==> src/sv/rbsa_lsb8.sv <==
// Shared lowest-set-bit finder over eight flags.
// Used twice per allocation: once on byte flags, once on the chosen byte.
module rbsa_lsb8 (
    input  logic [7:0] flags,
    output logic [2:0] index
);

    always_comb
    begin
        index = 3'd0;
        for (int i = 7; i >= 0; i--)
        begin
            if (flags[i])
            begin
                index = 3'(i);
            end
        end
    end

endmodule

==> config.mk <==
export PLATFORM = sky130hd
export DESIGN_NAME = rbsa_lsb8
export DESIGN_NICKNAME = d
export VERILOG_FILES = /design/src/sv/rbsa_lsb8.sv
export SDC_FILE = /design/constraint.sdc
export NUM_CORES = 1
export LEC_CHECK = 0
export BUFFER_PORTS_ARGS = -buffer_cell sky130_fd_sc_hd__buf_2
export CAP_MARGIN = 40
export CORE_AREA = 2 2 39 41
export DETAILED_ROUTE_END_ITERATION = 16
export DIE_AREA = 0 0 41 43
export GPL_ROUTABILITY_DRIVEN = 0
export GPL_TIMING_DRIVEN = 0
export SLEW_MARGIN = 20
export SYNTH_ARGS = -nofsm -noshare
export SYNTH_HDL_FRONTEND = slang
export SYNTH_SLANG_ARGS = --single-unit
==> constraint.sdc <==
create_clock -name vclk -period 0.8
set_input_delay 0.04 -clock vclk [all_inputs]
set_output_delay 0.04 -clock vclk [all_outputs]
set_load 0.05 [all_outputs]
## After elaboration in Yosys (flattened, before gate mapping)

Cells that the tools add are included.
Widths: inputs -> output; s select.

| storage, ports and cells | value |
|---|---|
| flip-flop bits (word level) | 0 |
| input bits | 8 |
| output and inout port bits | 3 |
| logic and storage cells | 8 |

| cells by class | value |
|---|---|
| multiplexer cells | 8 |

Operators by type and width:

| kind | count |
|---|---|
| $mux 3 | 8 |

## Logic depth before layout (Yosys ltp)

Gate-level depths: netlist of run 1.

| depth | value |
|---|---|
| depth after elaboration | 8 |
| mapped depth | 3 |
| mapped depth without buffers | 3 |

## Worst setup path before layout of run 1

Ideal clock, no wire load.

| timing path | value |
|---|---|
| path kind | input to output |
| from | input port flags[3] |
| to | output port index[2] |
| arrival time | 1.775 ns |
| data required time | 0.760 ns |
| slack | -1.015 ns |
| stages on the path | 2 |
| path buffers | 0 |
| cells stage by stage | nor2_2 nor4b_1 |

| between the ends | value |
|---|---|
| word-level cells in the longest chain between the ends | 4 |

RTL lines:

| item | line | source |
|---|---|---|
| start: declaration | 4 | `input logic [7:0] flags,` |
| $mux 3 (4 in a row) | 13 | `if (flags[i])` |
| end: declaration | 5 | `output logic [2:0] index` |

Every way passes these cells.

## Worst setup path in the final report of run 1

| timing path | value |
|---|---|
| from | input port flags[3] |
| to | output port index[0] |

Same word-level chain as after synthesis.

==> results.sh, run 1 <==
export IMPL_outcome="finished clean"
export IMPL_yosysTopAreaCell="o41ai_2"
export IMPL_grt_pass1_vias=143
export IMPL_drive_gt1_share_pct=91.3
export IMPL_synth_area_top_cells="o41ai_2 (19%), a211oi_2 (15%), a21oi_1 (12%)"
export IMPL_dr_first_iter_drc_count=2
export IMPL_rsz0062_at_grt="true"
export IMPL_die_x_um=41
export IMPL_core_um2=1380
export IMPL_worst_pin_slew_ps=266
export IMPL_drc=0
export IMPL_hold_viol_final=0
export IMPL_dieArea_um2=1760
export IMPL_grt_max_degree=6
export IMPL_fin_crit_ps=785
export IMPL_area_sequential_um2=0
export IMPL_hold_buffers=0
export IMPL_peakVddDrop_mv=0.201
export IMPL_tns_ps=0
export IMPL_viasPerCell=3.74
export IMPL_place_hpwl_um=293
export IMPL_grt_usage_pct=4.60
export IMPL_yosysWarnings=0
export IMPL_syn_nets=20
export IMPL_end_kind="output pin"
export IMPL_fin_crit_sh_pct=98.1
export IMPL_dp_cells=39
export IMPL_port_buffers=11
export IMPL_wire_per_inst_um=9.44
export IMPL_synth_seq_area_share_pct=0
export IMPL_pin_count=11
export IMPL_post_route_util_pct=19.4
export IMPL_cp_data_arrival_time_ps=740
export IMPL_synth_area_per_cell_um2=6.99
export IMPL_nets=33
export IMPL_ys_types=10
export IMPL_finish_instance_area_um2=269
export IMPL_drv_slew=0
export IMPL_slew_headroom_pct=82.1
export IMPL_synthTopCellsByCount="a21oi_1 (2), inv_1 (2)"
export IMPL_power_density_nw_per_um2=607
export IMPL_antenna_cells=0
export IMPL_die_h_um=43
export IMPL_power_leakage_nw=0.100
export IMPL_start_kind="input pin"
export IMPL_syn_area_um2=83.8
export IMPL_fmax_ghz=1.27
export IMPL_syn_instance_count=12
export IMPL_firstDrtPassIters=4
export IMPL_area_delta_synth_final_pct=221
export IMPL_path_class="in -> out"
export IMPL_critPathMaxFanout=2
export IMPL_setup_viol=0
export IMPL_stdcell_count=39
export IMPL_num_rows=14
export IMPL_num_vias=146
export IMPL_routed_wl_um=368
export IMPL_grt_overflow_total=0
export IMPL_seq_cells=0
export IMPL_power_uw=163
export IMPL_grt_pass1_wl_um=600
export IMPL_maxCapViolations=0
export IMPL_clock_buffers=0
export IMPL_dpl_cell_area_um2=193
export IMPL_min_path_type="in -> out"
export IMPL_ant_nets=0
export IMPL_antenna_found_initial=0
export IMPL_crit_required_ps=760
export IMPL_floorplan_initialDensity_pct=6.06
export IMPL_synth_top_area_share_pct=19.4
power by group:
part	total, mW	switching [mW]	leakage, nW	internal, mW
sequential	0	0	0	0
clock	0	0	0	0
combinational	0.163	0.0949	0.100	0.0683
critical path: stages:
cell,delay (ps)
buf_2,120
nor3b_2,150
a21oi_2,160
o41ai_4,110
buf_6,160
cell type report:
cell class	instances	area, µm²
inverters	2	7.51
fillers	151	1110
multi-input cells	10	154
well taps	16	20.0
repair buffers	11	87.6
per-stage QoR:
step,worst slack [ps],hold WS (ps)
final,15.4,413
after detailed placement,-235,474
after floorplan,-44.7,138
after global routing,-0.107,424
after CTS,8.83,402
after global placement,-219,467
layout by cell type, fill, tap and decap left out:
cell type	instances
inv_1	2
o21ai_2	1
buf_2	4
a21oi_2	2
nor3b_2	1
nor4_4	1
nor4b_4	1
buf_6	4
nor2_4	2
a211oi_4	1
buf_4	3
o41ai_4	1
metal layers:
layer  vias up  part of all wire [%]  wire (µm)  GRT usage (%)
met4         0                     0          0              0
met5         -                     0          0              0
li1         68                     -          -              -
met1        65                    40        148           6.67
met3         0                    20         74              0
met2        13                    39        145           7.81
cells by family (layout without fill, tap and decap cells):
logic type      count (synthesis)  count (layout)  synth area share [%]
buf+inv                         2              13                  8.96
compound gates                  5               5                  52.2
simple gates                    5               5                  38.8
path summary, 6_finish.rpt:
kind | start | endpoint | slack [ps] | cells past startpoint
max | flags[3] | index[0] | 20 | 5
min | flags[4] | index[0] | 410 | 3
timing repair:
action	in CTS	in global routing
cloned	0	0
resized for setup	16	4
pin swaps	2	2
endpoints found under the setup margin	3	3
setup buffers	0	0
(Power assumes the default switching activity.)
==> run 2: changes to the inputs <==
- CELL_PAD_IN_SITES_DETAIL_PLACEMENT: default -> 1
- CELL_PAD_IN_SITES_GLOBAL_PLACEMENT: default -> 1
- PLACE_DENSITY_LB_ADDON: default -> 0.1
==> run 2 against run 1 <==
Net effect:
- global-route usage rose by 0.50 points
- die area is the same
- flip-flop and latch count stayed put
- highest routed layer unchanged
- cell count unchanged
- sequential share of layout area is the same
- worst hold slack worse by 10 ps
- clock-buffer cell count unchanged
- largest power group unchanged
==> results.sh, run 2 (synthesized netlist as in run 1, its figures left out) <==
export IMPL_outcome="finished clean"
export IMPL_post_route_util_pct=21.1
export IMPL_critPathMaxFanout=3
export IMPL_final_common_cell="buf_6"
export IMPL_wl_met1_um=159
export IMPL_hold_ws_ps=403
export IMPL_power_leakage_nw=0.109
export IMPL_dieArea_um2=1760
export IMPL_area_delta_synth_final_pct=248
export IMPL_dpl_cell_area_um2=193
export IMPL_drc=0
export IMPL_crit_required_ps=760
export IMPL_grt_max_degree=6
export IMPL_top_layer="met3"
export IMPL_slowest_delay_ps=320
export IMPL_setup_viol=0
export IMPL_fin_crit_ps=756
export IMPL_nets=33
export IMPL_fin_crit_sh_pct=94.5
export IMPL_fmax_ghz=1.32
export IMPL_worst_pin_slew_ps=265
export IMPL_finish_instance_area_um2=292
export IMPL_die_x_um=41
export IMPL_num_vias=141
export IMPL_tns_ps=0
export IMPL_met3_length_um=31
export IMPL_peakVddDrop_mv=0.159
export IMPL_rsz0062_at_grt="false"
export IMPL_core_um2=1380
export IMPL_end_kind="output pin"
export IMPL_dp_cells=39
export IMPL_power_density_nw_per_um2=597
export IMPL_port_buffers=11
export IMPL_num_rows=14
export IMPL_min_path_type="in -> out"
export IMPL_slowest_stage="nor4_4"
export IMPL_critPathCapture="index[2]"
export IMPL_firstDrtPassIters=1
export IMPL_routed_wl_um=363
export IMPL_viasPerCell=3.62
export IMPL_hold_buffers=0
export IMPL_antenna_cells=0
export IMPL_grt_pass1_vias=150
export IMPL_ant_nets=0
export IMPL_layout_common_cells="buf_6 (6), nor2_4 (2), inv_1 (2), buf_2 (2)"
export IMPL_grt_usage_pct=5.10
export IMPL_drv_slew=0
export IMPL_maxCapViolations=0
export IMPL_path_class="in -> out"
export IMPL_stdcell_count=39
export IMPL_met2RoutedLength_um=172
export IMPL_crit_path_start="flags[4]"
export IMPL_fillCellCount=162
export IMPL_worstPathCellList="buf_8 -> nor4_4 -> nor4b_4 -> buf_6"
export IMPL_grt_pass1_wl_um=655
export IMPL_clock_buffers=0
export IMPL_seq_cells=0
export IMPL_die_h_um=43
export IMPL_place_hpwl_um=325
export IMPL_floorplan_initialDensity_pct=6.06
export IMPL_cts_setup_buffers=0
export IMPL_hold_viol_final=0
export IMPL_slew_headroom_pct=82.2
export IMPL_antenna_found_initial=0
export IMPL_cp_data_arrival_time_ps=720
export IMPL_pin_count=11
export IMPL_dr_first_iter_drc_count=0
export IMPL_wire_per_inst_um=9.31
export IMPL_drive_gt1_share_pct=87.0
export IMPL_grt_overflow_total=0
export IMPL_area_sequential_um2=0
export IMPL_start_kind="input pin"
## run 2: cell types whose count changed in the layout (fill, tap and decap cells not counted)
cell,before,now
a21oi_2,2,1
buf_6,4,6
buf_2,4,2
buf_8,0,1
nor3b_4,0,1
buf_4,3,1
nor3b_2,1,0
a21oi_1,0,1
clkbuf_4,0,1
## run 2: metrics by stage
stage | worst slack, ps | power [mW]
CTS | 6.24 | 0.158
global route | 1.11 | 0.185
detailed placement | -213 | 0.121
floorplan | -44.7 | 0.0694
global placement | -210 | 0.120
finish | 44.0 | 0.174
## run 2: where the power goes
part           internal (mW)  total [mW]  switching [mW]
combinational         0.0792       0.174          0.0950
sequential                 0           0               0
clock                      0           0               0
## run 2: worst max-delay path: cells and delay by family
kind,cells,cell delay (ps)
buf+inv,2,270
simple gates,2,400
## run 2: layout make-up
class                           count  area, µm²  share of cell area (%)
Multi-Input combinational cell     10        156                    53.6
Timing Repair Buffer               11        108                    36.9
Tap cell                           16       20.0                    6.87
Inverter                            2       7.51                    2.58
## run 2: worst min path at each step
stage / start / slack [ps] / cells past startpoint / to
floorplan: flags[1] / 140 / 1 / index[1]
global placement: flags[1] / 480 / 3 / index[1]
detailed placement: flags[1] / 480 / 3 / index[1]
CTS: flags[1] / 440 / 3 / index[1]
global route: flags[4] / 410 / 3 / index[0]
finish: flags[4] / 400 / 3 / index[0]
## run 2: layer usage
layer / GRT usage (%) / up-vias
li1: - / 69
met3: 0 / 0
met4: 0 / 0
met2: 9.38 / 8
met1: 6.67 / 64
met5: 0 / -
## run 2: timing repair
item                                   in CTS  in global routing
setup endpoints to repair                   3                  3
resized for setup                          16                 11
endpoints found under the hold margin       0                  0
pin swaps                                   2                  5
