===== src/sv/rbsa_ram.sv =====
// Generic single-write, single-read RAM with a registered read port.
// Used for the free bitmap and the reference counts; depends on nothing.
module rbsa_ram #(
    parameter int WIDTH = 64,
    parameter int DEPTH = 16,
    localparam int AW = (DEPTH > 1) ? $clog2(DEPTH) : 1
) (
    input  logic             clk,
    input  logic             we,
    input  logic [AW-1:0]    waddr,
    input  logic [WIDTH-1:0] wdata,
    input  logic [AW-1:0]    raddr,
    output logic [WIDTH-1:0] rdata
);

    logic [WIDTH-1:0] mem [DEPTH];

    always_ff @(posedge clk)
    begin
        if (we)
        begin
            mem[waddr] <= wdata;
        end
        rdata <= mem[raddr];
    end

endmodule


===== config.mk =====
export PLATFORM = sky130hd
export DESIGN_NAME = rbsa_ram
export DESIGN_NICKNAME = d
export VERILOG_FILES = /design/src/sv/rbsa_ram.sv
export SDC_FILE = /design/constraint.sdc
export NUM_CORES = 1
export LEC_CHECK = 0
export BUFFER_PORTS_ARGS = -buffer_cell sky130_fd_sc_hd__buf_2
export CAP_MARGIN = 10
export CORE_ASPECT_RATIO = 0.9
export CORE_UTILIZATION = 43
export DETAILED_ROUTE_END_ITERATION = 10
export MAX_ROUTING_LAYER = met4
export PLACE_DENSITY = 0.61
export SKIP_CTS_REPAIR_TIMING = 1
export SYNTH_ARGS = -nofsm -noshare
export SYNTH_HDL_FRONTEND = slang
export SYNTH_SLANG_ARGS = --single-unit

===== constraint.sdc =====
create_clock -name clk -period 17.6 [get_ports clk]
set_input_delay 3.52 -clock clk [delete_from_list [all_inputs] [get_ports clk]]
set_output_delay 3.52 -clock clk [all_outputs]
set_load 0.05 [all_outputs]

# Word level (Yosys, flattened, before mapping)
# Memory sizes are Yosys's and may differ from the RTL's. A register that Yosys moved wholly into a read port is not among the register bits.
# Index checks and enable logic that the tools add are counted.
# word_totals
memories	1
rom_bits	0
latch_bits	0
input_bits	74
wordCells	3
ramBits	1024
output_inout_bits	64
regBits	0
# memory_table
memory	words	word_bits	rd	rd_clocked_by_memory_dff	write_ports	line_no	rtl
mem	16	64	1	1	1	16	logic [WIDTH-1:0] mem [DEPTH];
# classes
eq_ne	0
div	0
reduce_logical	0
bitwise_logic	0
magnitude_cmp	0
shifts	0
muxes	2
mul	0
add_sub_neg	0
# ops
cell	n
$mux 1	2

# Longest topological paths before layout
# Gate-level depths: netlist of the first run.
# logic_depth
word_depth	2
ltp_mapped	6
mapped_depth_nobuf	3

# Least setup slack after synthesis of the first run
# Ideal clock, no wire load.
# synth_timing
path_kind	input port to flip-flop
start	input waddr[2]
end	memory mem[0][0] (enable)
setup_time_ns	0.565
stages	2
t_arrival_ns	8.383
required_time_ns	17.035
n_path_buf	0
path_slack_ns	8.651
cell_sequence	or3b_2 > nor3_1
# synth_rtl
item	line_no	rtl
start: declaration	10	input logic [AW-1:0] waddr,
end: declaration	16	
# No word-level cell before the write port.

==> results of run 1 <==
layer usage:
metal  routed length [um]  vias to the layer above
met5                    0                        -
met4                 1210                        0
met3                 6490                      100
met2                42000                      610
met1                37300                     9677
li1                     -                     7485
cell families (layout without fill, tap and decap cells):
group | after synthesis | count (layout) | synth area share (%)
AO/OA/AOI/OAI | 128 | 128 | 2.43
buffers and inverters | 84 | 377 | 1.14
flip-flops | 1088 | 1088 | 80.9
multiplexers | 256 | 256 | 14.6
other | 0 | 15 | 0
AND/OR/NAND/NOR | 91 | 91 | 0.942
flip-flops by register name, indices dropped and copies added (netlist names):
| name | count |
|---|---|
| rdata | 64 |
| mem | 1024 |
cell usage in the layout (no fill, tap or decap), drive strengths merged:
cell      Yosys  layout
a22oi       128     128
and2          1       1
buf          48     176
bufinv        0      11
clkbuf       36     148
clkinv        0      36
clkinvlp      0       4
dfxtp        64      64
diode         0      15
edfxtp     1024    1024
inv           0       2
mux4        256     256
nand2        65      65
nand2b        2       2
nand3         1       1
nand3b        2       2
nor2         13      13
nor2b         2       2
nor3          4       4
or3b          1       1
worst register-to-register path, cell delays in order, from the launching register on:
cell and delay [ns]:
edfxtp_1 0.36, mux4_2 0.46, a22oi_1 0.25, nand2_1 0.18
cell type report:
| class | count | area share [%] |
|---|---|---|
| clock inverter | 53 | 1.19 |
| timing repair buffer | 176 | 2.20 |
| multi-input combinational | 475 | 15.9 |
| sequential | 1088 | 70.6 |
| clock buffer | 148 | 6.65 |
| tap | 1230 | 3.39 |
| antenna | 15 | 0.0827 |
power groups by stage:
stage / clock network [mW] / logic (mW) / registers (mW)
4_1_cts: 2.33 / 0.305 / 2.92
3_5_place_dp: 0 / 0.305 / 2.97
2_1_floorplan: 0 / 0.138 / 3.03
3_3_place_gp: 0 / 0.300 / 2.97
5_1_grt: 2.42 / 0.320 / 2.92
6_report: 2.28 / 0.300 / 2.92
worst min path at each step:
stage / from / end / slack, ns / cells past startpoint
3_5_place_dp: mem[14][21] / rdata[21] / 0.65 / 3
3_3_place_gp: mem[12][21] / rdata[21] / 0.65 / 3
2_1_floorplan: mem[14][0] / rdata[0] / 0.63 / 3
4_1_cts: mem[14][27] / rdata[27] / 0.66 / 3
5_1_grt: mem[14][27] / rdata[27] / 0.69 / 3
6_report: mem[14][27] / rdata[27] / 0.66 / 3
==> flow_summary.yaml, run 1 <==
detailed_routing:
  ant_nets: 0
  num_vias: 17900
  first_pass_iters: 5
  drt_iter0_drc: 1739
  wl_per_cell_um: 27.3
  finalWirelength_um: 87000
  drc_errors: 0
  vias_per_cell: 5.61
pwr:
  switching_power_mw: 1.15
  p_total_mw: 5.50
  p_leak_nw: 14.5
  p_int_mw: 4.35
  switching_share_pct: 20.9
  p_comb_share_pct: 5.5
  p_seq_share_pct: 53.0
  power.share.clock_pct: 41.5
  power_density_nw_per_um2: 121
  ir_drop_mv: 0.0694
flow_run:
  max_cap_violations: 0
placement:
  dp_slack_ns: 10.38
  gp_congestion: 0.719
  dp_cells: 2969
  dpl_cell_area_um2: 41800
  place_hpwl_um: 42700
  portBuffers: 137
worst_hold_path:
  worstHoldPathType: "flop to flop"
yosys:
  ys_warn_count: 0
  syn_nets: 1721
  synthArstFlopShare_pct: 0
  synth-seq-cells: 1088
  syn_area_um2: 39600
  synthFlopType: "edfxtp_1"
  ys_types: 18
  ys_seq_area_share_pct: 80.9
  synthTopCellsByCount: "1,024 x edfxtp_1, 256 x mux4_2, 128 x a22oi_1, 65 x nand2_1, 64 x dfxtp_1"
  syn_area_per_cell_um2: 24.0
  synth_area_leaders: "edfxtp_1 78%, mux4_2 15%, dfxtp_1 3.2%, a22oi_1 2.4%, nand2_1 0.62%"
  yosysTopAreaCell: "edfxtp_1"
  synth_cells: 1647
  yosysMostFrequentCell: "edfxtp_1"
  synth_top_area_share_pct: 77.7
  synth_edf_count: 1024
clock_network:
  clock-root-buffer: "clkbuf_16"
  cts_tree: "done"
  clock_sinks: 1088
  cts_buffers: 109
  clkLatencyLatePin_ns: 0.65
  htree_levels: 3
  ctsLongestPathBuffers: 3
  cts.clk_slew.worst_paths_ns: 0.06
sta:
  grt_setup_unrepaired: "false"
  fin_tns_setup_ns: 0
  hold_viol_final: 0
  tightest_slew_ns: 1.08
  clock.fmax_mhz: 156
  skew_ns: 0.0122
  final_max_slew_viol_count: 0
  setup_ws_ns: 11.18
  worst_hold_slack_ns: 0.660
  finalCriticalPeriod_ns: 6.42
  slew_headroom_pct: 28.2
  post-route-period-util_pct: 36.5
  finalSetupViolCount: 0
grt:
  grt_pass1_wl_um: 127000
  grt_use_total_pct: 19.4
  overflow: 0
  top_usage_layer: "met2"
  antenna_found_initial: 16
  first_global_vias: 18800
  grt_max_degree: 72
  grtUsageMet1_pct: 26.9
  grt.met3_usage_pct: 3.91
  grtUsageMet2_pct: 30.0
cells_and_area:
  final_nets: 1924
  layout-drive-gt1-share_pct: 31.3
  fin_util_pct: 49.8
  ff_latch_area_um2: 32000
  final_cell_area_um2: 45400
  layout.cells.non_filler: 3185
  multi_input_area_um2: 7230
  fillCellCount: 7213
  syn_to_final_growth_pct: 14.7
critical_path:
  r2r_cells: 3
  cp_common_cell: "buf_4"
  cp_data_arrival_time_ns: 6.95
  worst_r2r_endpoint: "rdata[15]"
  r2r_slack_ns: 16.20
  crit_chain: "buf_8 -> buf_4 -> buf_4 -> mux4_2 -> a22oi_1 -> nand2_1"
  critPathCaptureType: "flop"
  cpMaxStageDelayCell: "buf_4"
  crit_fanout: 67
  crit_cells: 6
  cp_num_buf_inv: 3
  r2r-start: "mem[2][15]"
  worst-setup-path-type: "primary input to flop"
  cp-endpoint: "rdata[31]"
  cp_data_required_time_ns: 18.12
  critPathTopFamily: "buffers and inverters"
  crit_path_max_incr_delay_ns: 0.94
  startpoint_type: "primary input"
  critPathLaunch: "raddr[0]"
die:
  start_util_pct: 43.4
  die_h_um: 290
  num_io_pins: 138
  num_rows: 105
  core_um2: 91200
  die_area_um2: 93300
  die_width_um: 322
outcome:
  status: "finished clean"
No activity file was read; power rests on OpenSTA's default activity.
==> inputs of run 2 (changes only) <==
clock period = 6.11 ns   (was 17.6 ns; I/O delays follow)
==> run 2 against run 1 <==
Compared with the run above: total power grew to 2.9 times the previous value; largest power group unchanged; non-clock buffer count grew 10; wire length down 2.7%; final cell count up 0.16%; clock skew rose by 0.0059 ns; first-iteration DRC count decreased by 8.3%; register-to-register slack got worse by 12 ns; setup slack lost 8.0 ns; global-route usage is 0.29 points lower.
==> flow_summary.yaml, run 2 (same netlist as run 1, synthesis figures left out) <==
placement:
  gp_congestion: 0.724
  place_hpwl_um: 45300
  dp_cells: 2978
  portBuffers: 137
critical_path:
  crit_fanout: 36
  cp_common_cell: "buf_4"
  r2r_cells: 3
  critPathCaptureType: "flop"
  cp_data_arrival_time_ns: 3.23
  crit_chain: "buf_2 -> nand3b_1 -> nor3_4 -> buf_4 -> buf_4"
  worst-setup-path-type: "primary input to flop"
  crit_path_max_incr_delay_ns: 0.72
  startpoint_type: "primary input"
  r2r_slack_ns: 4.59
  cp_data_required_time_ns: 6.39
  cpMaxStageDelayCell: "buf_4"
worst_hold_path:
  min_path_cells: 3
  worstHoldPathType: "flop to flop"
clock_network:
  ctsLongestPathBuffers: 3
  cts.clk_slew.worst_paths_ns: 0.06
  htree_levels: 3
  clock-root-buffer: "clkbuf_16"
  cts_tree: "done"
  cts_buffers: 108
  clkLatencyLatePin_ns: 0.67
  clock_sinks: 1088
detailed_routing:
  drt_iter0_drc: 1594
  drc_errors: 0
  finalWirelength_um: 84600
  num_vias: 17800
  wl_per_cell_um: 26.5
  vias_per_cell: 5.58
  ant_nets: 0
  first_pass_iters: 5
pwr:
  p_leak_nw: 14.6
  p_int_mw: 12.6
  p_seq_share_pct: 52.8
  p_comb_share_pct: 5.6
  power.share.clock_pct: 41.7
  switching_power_mw: 3.35
  switching_share_pct: 21.0
  ir_drop_mv: 0.234
  power_density_nw_per_um2: 349
sta:
  slew_headroom_pct: 23.0
  final_max_slew_viol_count: 0
  tightest_slew_ns: 1.16
  fin_tns_setup_ns: 0
  hold_viol_final: 0
  post-route-period-util_pct: 48.3
  skew_ns: 0.0181
  finalSetupViolCount: 0
  finalCriticalPeriod_ns: 2.95
  clock.fmax_mhz: 339
  grt_setup_unrepaired: "false"
cells_and_area:
  layout.cells.non_filler: 3190
  syn_to_final_growth_pct: 15.2
  reg_top3: "mem (1024), rdata (64)"
  layout-drive-gt1-share_pct: 31.7
  largest_reg_flops: 1024
  final_nets: 1933
  largest_register: "mem"
  layout_common_cells: "1,024 x edfxtp_1, 256 x mux4_2, 135 x buf_2"
  final_common_cell: "edfxtp_1"
die:
  start_util_pct: 43.4
  core_um2: 91200
  die_h_um: 290
  num_io_pins: 138
  die_area_um2: 93300
  num_rows: 105
  die_width_um: 322
grt:
  antenna_found_initial: 12
  grt_use_total_pct: 19.1
  grt_pass1_wl_um: 126000
  overflow: 0
  grt_max_degree: 84
  first_global_vias: 18700
flow_run:
  max_cap_violations: 0
outcome:
  status: "finished clean"
run 2: cell count changes in the layout (fill, tap and decap cells not counted), sizes merged:
cell / previous run / this run
clkbuf: 148 / 161
diode: 15 / 7
buf: 176 / 186
bufinv: 11 / 10
clkinv: 36 / 30
clkinvlp: 4 / 1
run 2: per-stage QoR:
| step | instance area (um^2) | setup WS (ns) | power, mW | util (%) | hold slack (ns) |
|---|---|---|---|---|---|
| 4_1_cts | 45600 | 3.15 | 16.1 | 50.0 | 0.662 |
| 2_1_floorplan | 39600 | 1.19 | 9.12 | - | 0.635 |
| 6_report | 45600 | 3.16 | 15.9 | 50.0 | 0.660 |
| 5_1_grt | 45600 | 3.06 | 16.4 | 50.0 | 0.682 |
| 3_5_place_dp | 42000 | 2.44 | 9.46 | 46.0 | 0.657 |
| 3_3_place_gp | 42000 | 2.50 | 9.44 | 46.0 | 0.650 |
run 2: critical path: cells and delay by family:
family	cells	cell delay, ns
simple gates	2	0.61
buf+inv	3	1.36
run 2: layer usage:
layer	track usage, %	wire length, um	vias to the layer above
met5	-	0	-
met4	4.17	1360	0
met3	3.55	5600	112
met2	29.2	40900	584
met1	27.0	36800	9611
li1	-	-	7489
run 2: final cells by class:
class | count | area (um^2)
fill | 7281 | 45600
sequential | 1088 | 32000
multi-input combinational | 475 | 7260
clock buffer | 161 | 3110
tap | 1230 | 1540
timing repair buffer | 186 | 1160
clock inverter | 43 | 492
antenna | 7 | 17.5
run 2: path summary, 6_finish.rpt:
kind	start	end
setup / recovery	waddr[2]	mem[8][45]
hold / removal	mem[15][23]	rdata[23]
setup reg to reg	mem[0][24]	rdata[24]
hold reg to reg	mem[15][23]	rdata[23]
run 2: power groups by stage:
stage | Clock (mW) | Sequential [mW] | Combinational [mW]
after global placement | 0 | 8.55 | 0.885
after CTS | 6.77 | 8.41 | 0.902
after global routing | 7.05 | 8.42 | 0.948
final | 6.63 | 8.40 | 0.885
after detailed placement | 0 | 8.56 | 0.900
after floorplan | 0 | 8.72 | 0.398
==> inputs of run 3 (changes only) <==
PLACE_DENSITY = 0.63   (was 0.61)
clock period = 2.4 ns   (was 6.11 ns; I/O delays follow)
==> run 3 against run 2 <==
Compared with the run above: register-to-register slack got worse by 3.7 ns; utilization rose by 1.3 points; wire length rose by 2.0%; setup slack got worse by 2.7 ns; sequential power rose to 2.5 times the previous value; clock-buffer cell count fell by 12; clock power rose to 2.5 times the previous value; via count rose by 1.2%; clock skew rose by 0.0071 ns; largest cell class unchanged.
==> flow_summary.yaml, run 3 (same netlist as run 1, synthesis figures left out) <==
grt:
  overflow: 0
  grt.met3_usage_pct: 3.12
  grt_pass1_wl_um: 128000
  grtUsageMet1_pct: 27.4
  grt_max_degree: 55
  grtUsageMet2_pct: 29.7
  grt_use_total_pct: 19.4
  first_global_vias: 19100
  top_usage_layer: "met2"
  antenna_found_initial: 7
cells_and_area:
  largest_reg_flops: 1024
  reg_top3: "mem (1024), rdata (64)"
  layout.cells.non_filler: 3239
  final_nets: 1987
  layout_common_cells: "1,024 x edfxtp_1, 256 x mux4_2, 135 x buf_2"
  multi_input_area_um2: 7270
  fillCellCount: 7118
  largest_register: "mem"
  final_common_cell: "edfxtp_1"
  ff_latch_area_um2: 32000
  syn_to_final_growth_pct: 18.1
  layout-drive-gt1-share_pct: 33.7
worst_hold_path:
  worstHoldPathType: "primary input to flop"
detailed_routing:
  first_pass_iters: 5
  num_vias: 18000
  drt_iter0_drc: 1606
  drc_errors: 0
  wl_per_cell_um: 26.7
  finalWirelength_um: 86400
  vias_per_cell: 5.56
  ant_nets: 0
outcome:
  status: "finished clean"
critical_path:
  r2r_cells: 3
  worst-setup-path-type: "flop to output pin"
  cp_num_buf_inv: 1
  worst_r2r_endpoint: "rdata[5]"
  critPathTopFamily: "flip-flops"
  cp_data_arrival_time_ns: 1.47
  cpMaxStageDelayCell: "dfxtp_1"
  startpoint_type: "flop"
  crit_cells: 1
  crit_chain: "buf_2"
  critPathLaunch: "rdata[63]"
  critPathCaptureType: "output pin"
  r2r_slack_ns: 0.92
  cp_data_required_time_ns: 1.92
  crit_path_max_incr_delay_ns: 0.46
  crit_fanout: 1
  cp-endpoint: "rdata[63]"
  r2r-start: "mem[8][5]"
sta:
  fin_tns_setup_ns: 0
  slew_headroom_pct: 64.0
  hold_viol_final: 0
  finalSetupViolCount: 0
  finalCriticalPeriod_ns: 1.95
  post-route-period-util_pct: 81.3
  clock.fmax_mhz: 512
  final_max_slew_viol_count: 0
  skew_ns: 0.0251
  grt_setup_unrepaired: "false"
  tightest_slew_ns: 0.538
pwr:
  power_density_nw_per_um2: 867
  ir_drop_mv: 0.606
  p_leak_nw: 15.1
placement:
  place_hpwl_um: 50000
  portBuffers: 137
  gp_congestion: 0.746
  dp_cells: 3034
clock_network:
  cts.clk_slew.worst_paths_ns: 0.06
  htree_levels: 3
  ctsLongestPathBuffers: 3
  cts_buffers: 107
  clock_sinks: 1088
  clock-root-buffer: "clkbuf_16"
  cts_tree: "done"
  clkLatencyLatePin_ns: 0.67
die:
  die_width_um: 322
  die_h_um: 290
  num_io_pins: 138
  start_util_pct: 43.4
  core_um2: 91200
  die_area_um2: 93300
  num_rows: 105
flow_run:
  max_cap_violations: 0
## run 3: metal layers
| layer | wire [um] | part of all wire (%) |
|---|---|---|
| met3 | 5470 | 6.3 |
| met4 | 1650 | 1.9 |
| met5 | 0 | 0 |
| met1 | 37200 | 43 |
| met2 | 42000 | 49 |
## run 3: how the worst min path moves through the flow
stage | start | endpoint | slack, ns | cells past startpoint
2_1_floorplan | wdata[0] | mem[0][0] | 0.58 | 0
3_3_place_gp | mem[7][12] | rdata[12] | 0.65 | 3
3_5_place_dp | mem[14][1] | rdata[1] | 0.66 | 3
4_1_cts | wdata[28] | mem[14][28] | 0.14 | 1
5_1_grt | wdata[28] | mem[14][28] | 0.16 | 1
6_report | wdata[27] | mem[9][27] | 0.18 | 1
## run 3: cell type report
cell class              instances  share of cell area [%]
flip-flops and latches       1088                    68.5
multi-input cells             475                    15.6
clock buffers                 149                    6.35
repair buffers                241                    5.00
well taps                    1230                    3.29
clock inverters                51                    1.25
diodes                          5                  0.0268
## run 3: report_power, final
group	internal, mW	total (mW)	switching [mW]
clock network	9.74	16.7	6.98
registers	21.2	21.4	0.138
logic	0.872	2.43	1.56
total	31.9	40.5	8.67
## run 3: through the flow
| step | util (%) | hold WS [ns] | area (um^2) | power (mW) | setup slack [ns] |
|---|---|---|---|---|---|
| 5_1_grt | 51.3 | 0.156 | 46700 | 41.7 | 0.410 |
| 3_5_place_dp | 47.4 | 0.661 | 43200 | 24.3 | 0.194 |
| 4_1_cts | 51.3 | 0.137 | 46700 | 40.9 | 0.419 |
| 2_1_floorplan | - | 0.579 | 39700 | 23.2 | -0.548 |
| 6_report | 51.3 | 0.177 | 46700 | 40.5 | 0.449 |
| 3_3_place_gp | 47.4 | 0.654 | 43200 | 24.2 | 0.184 |
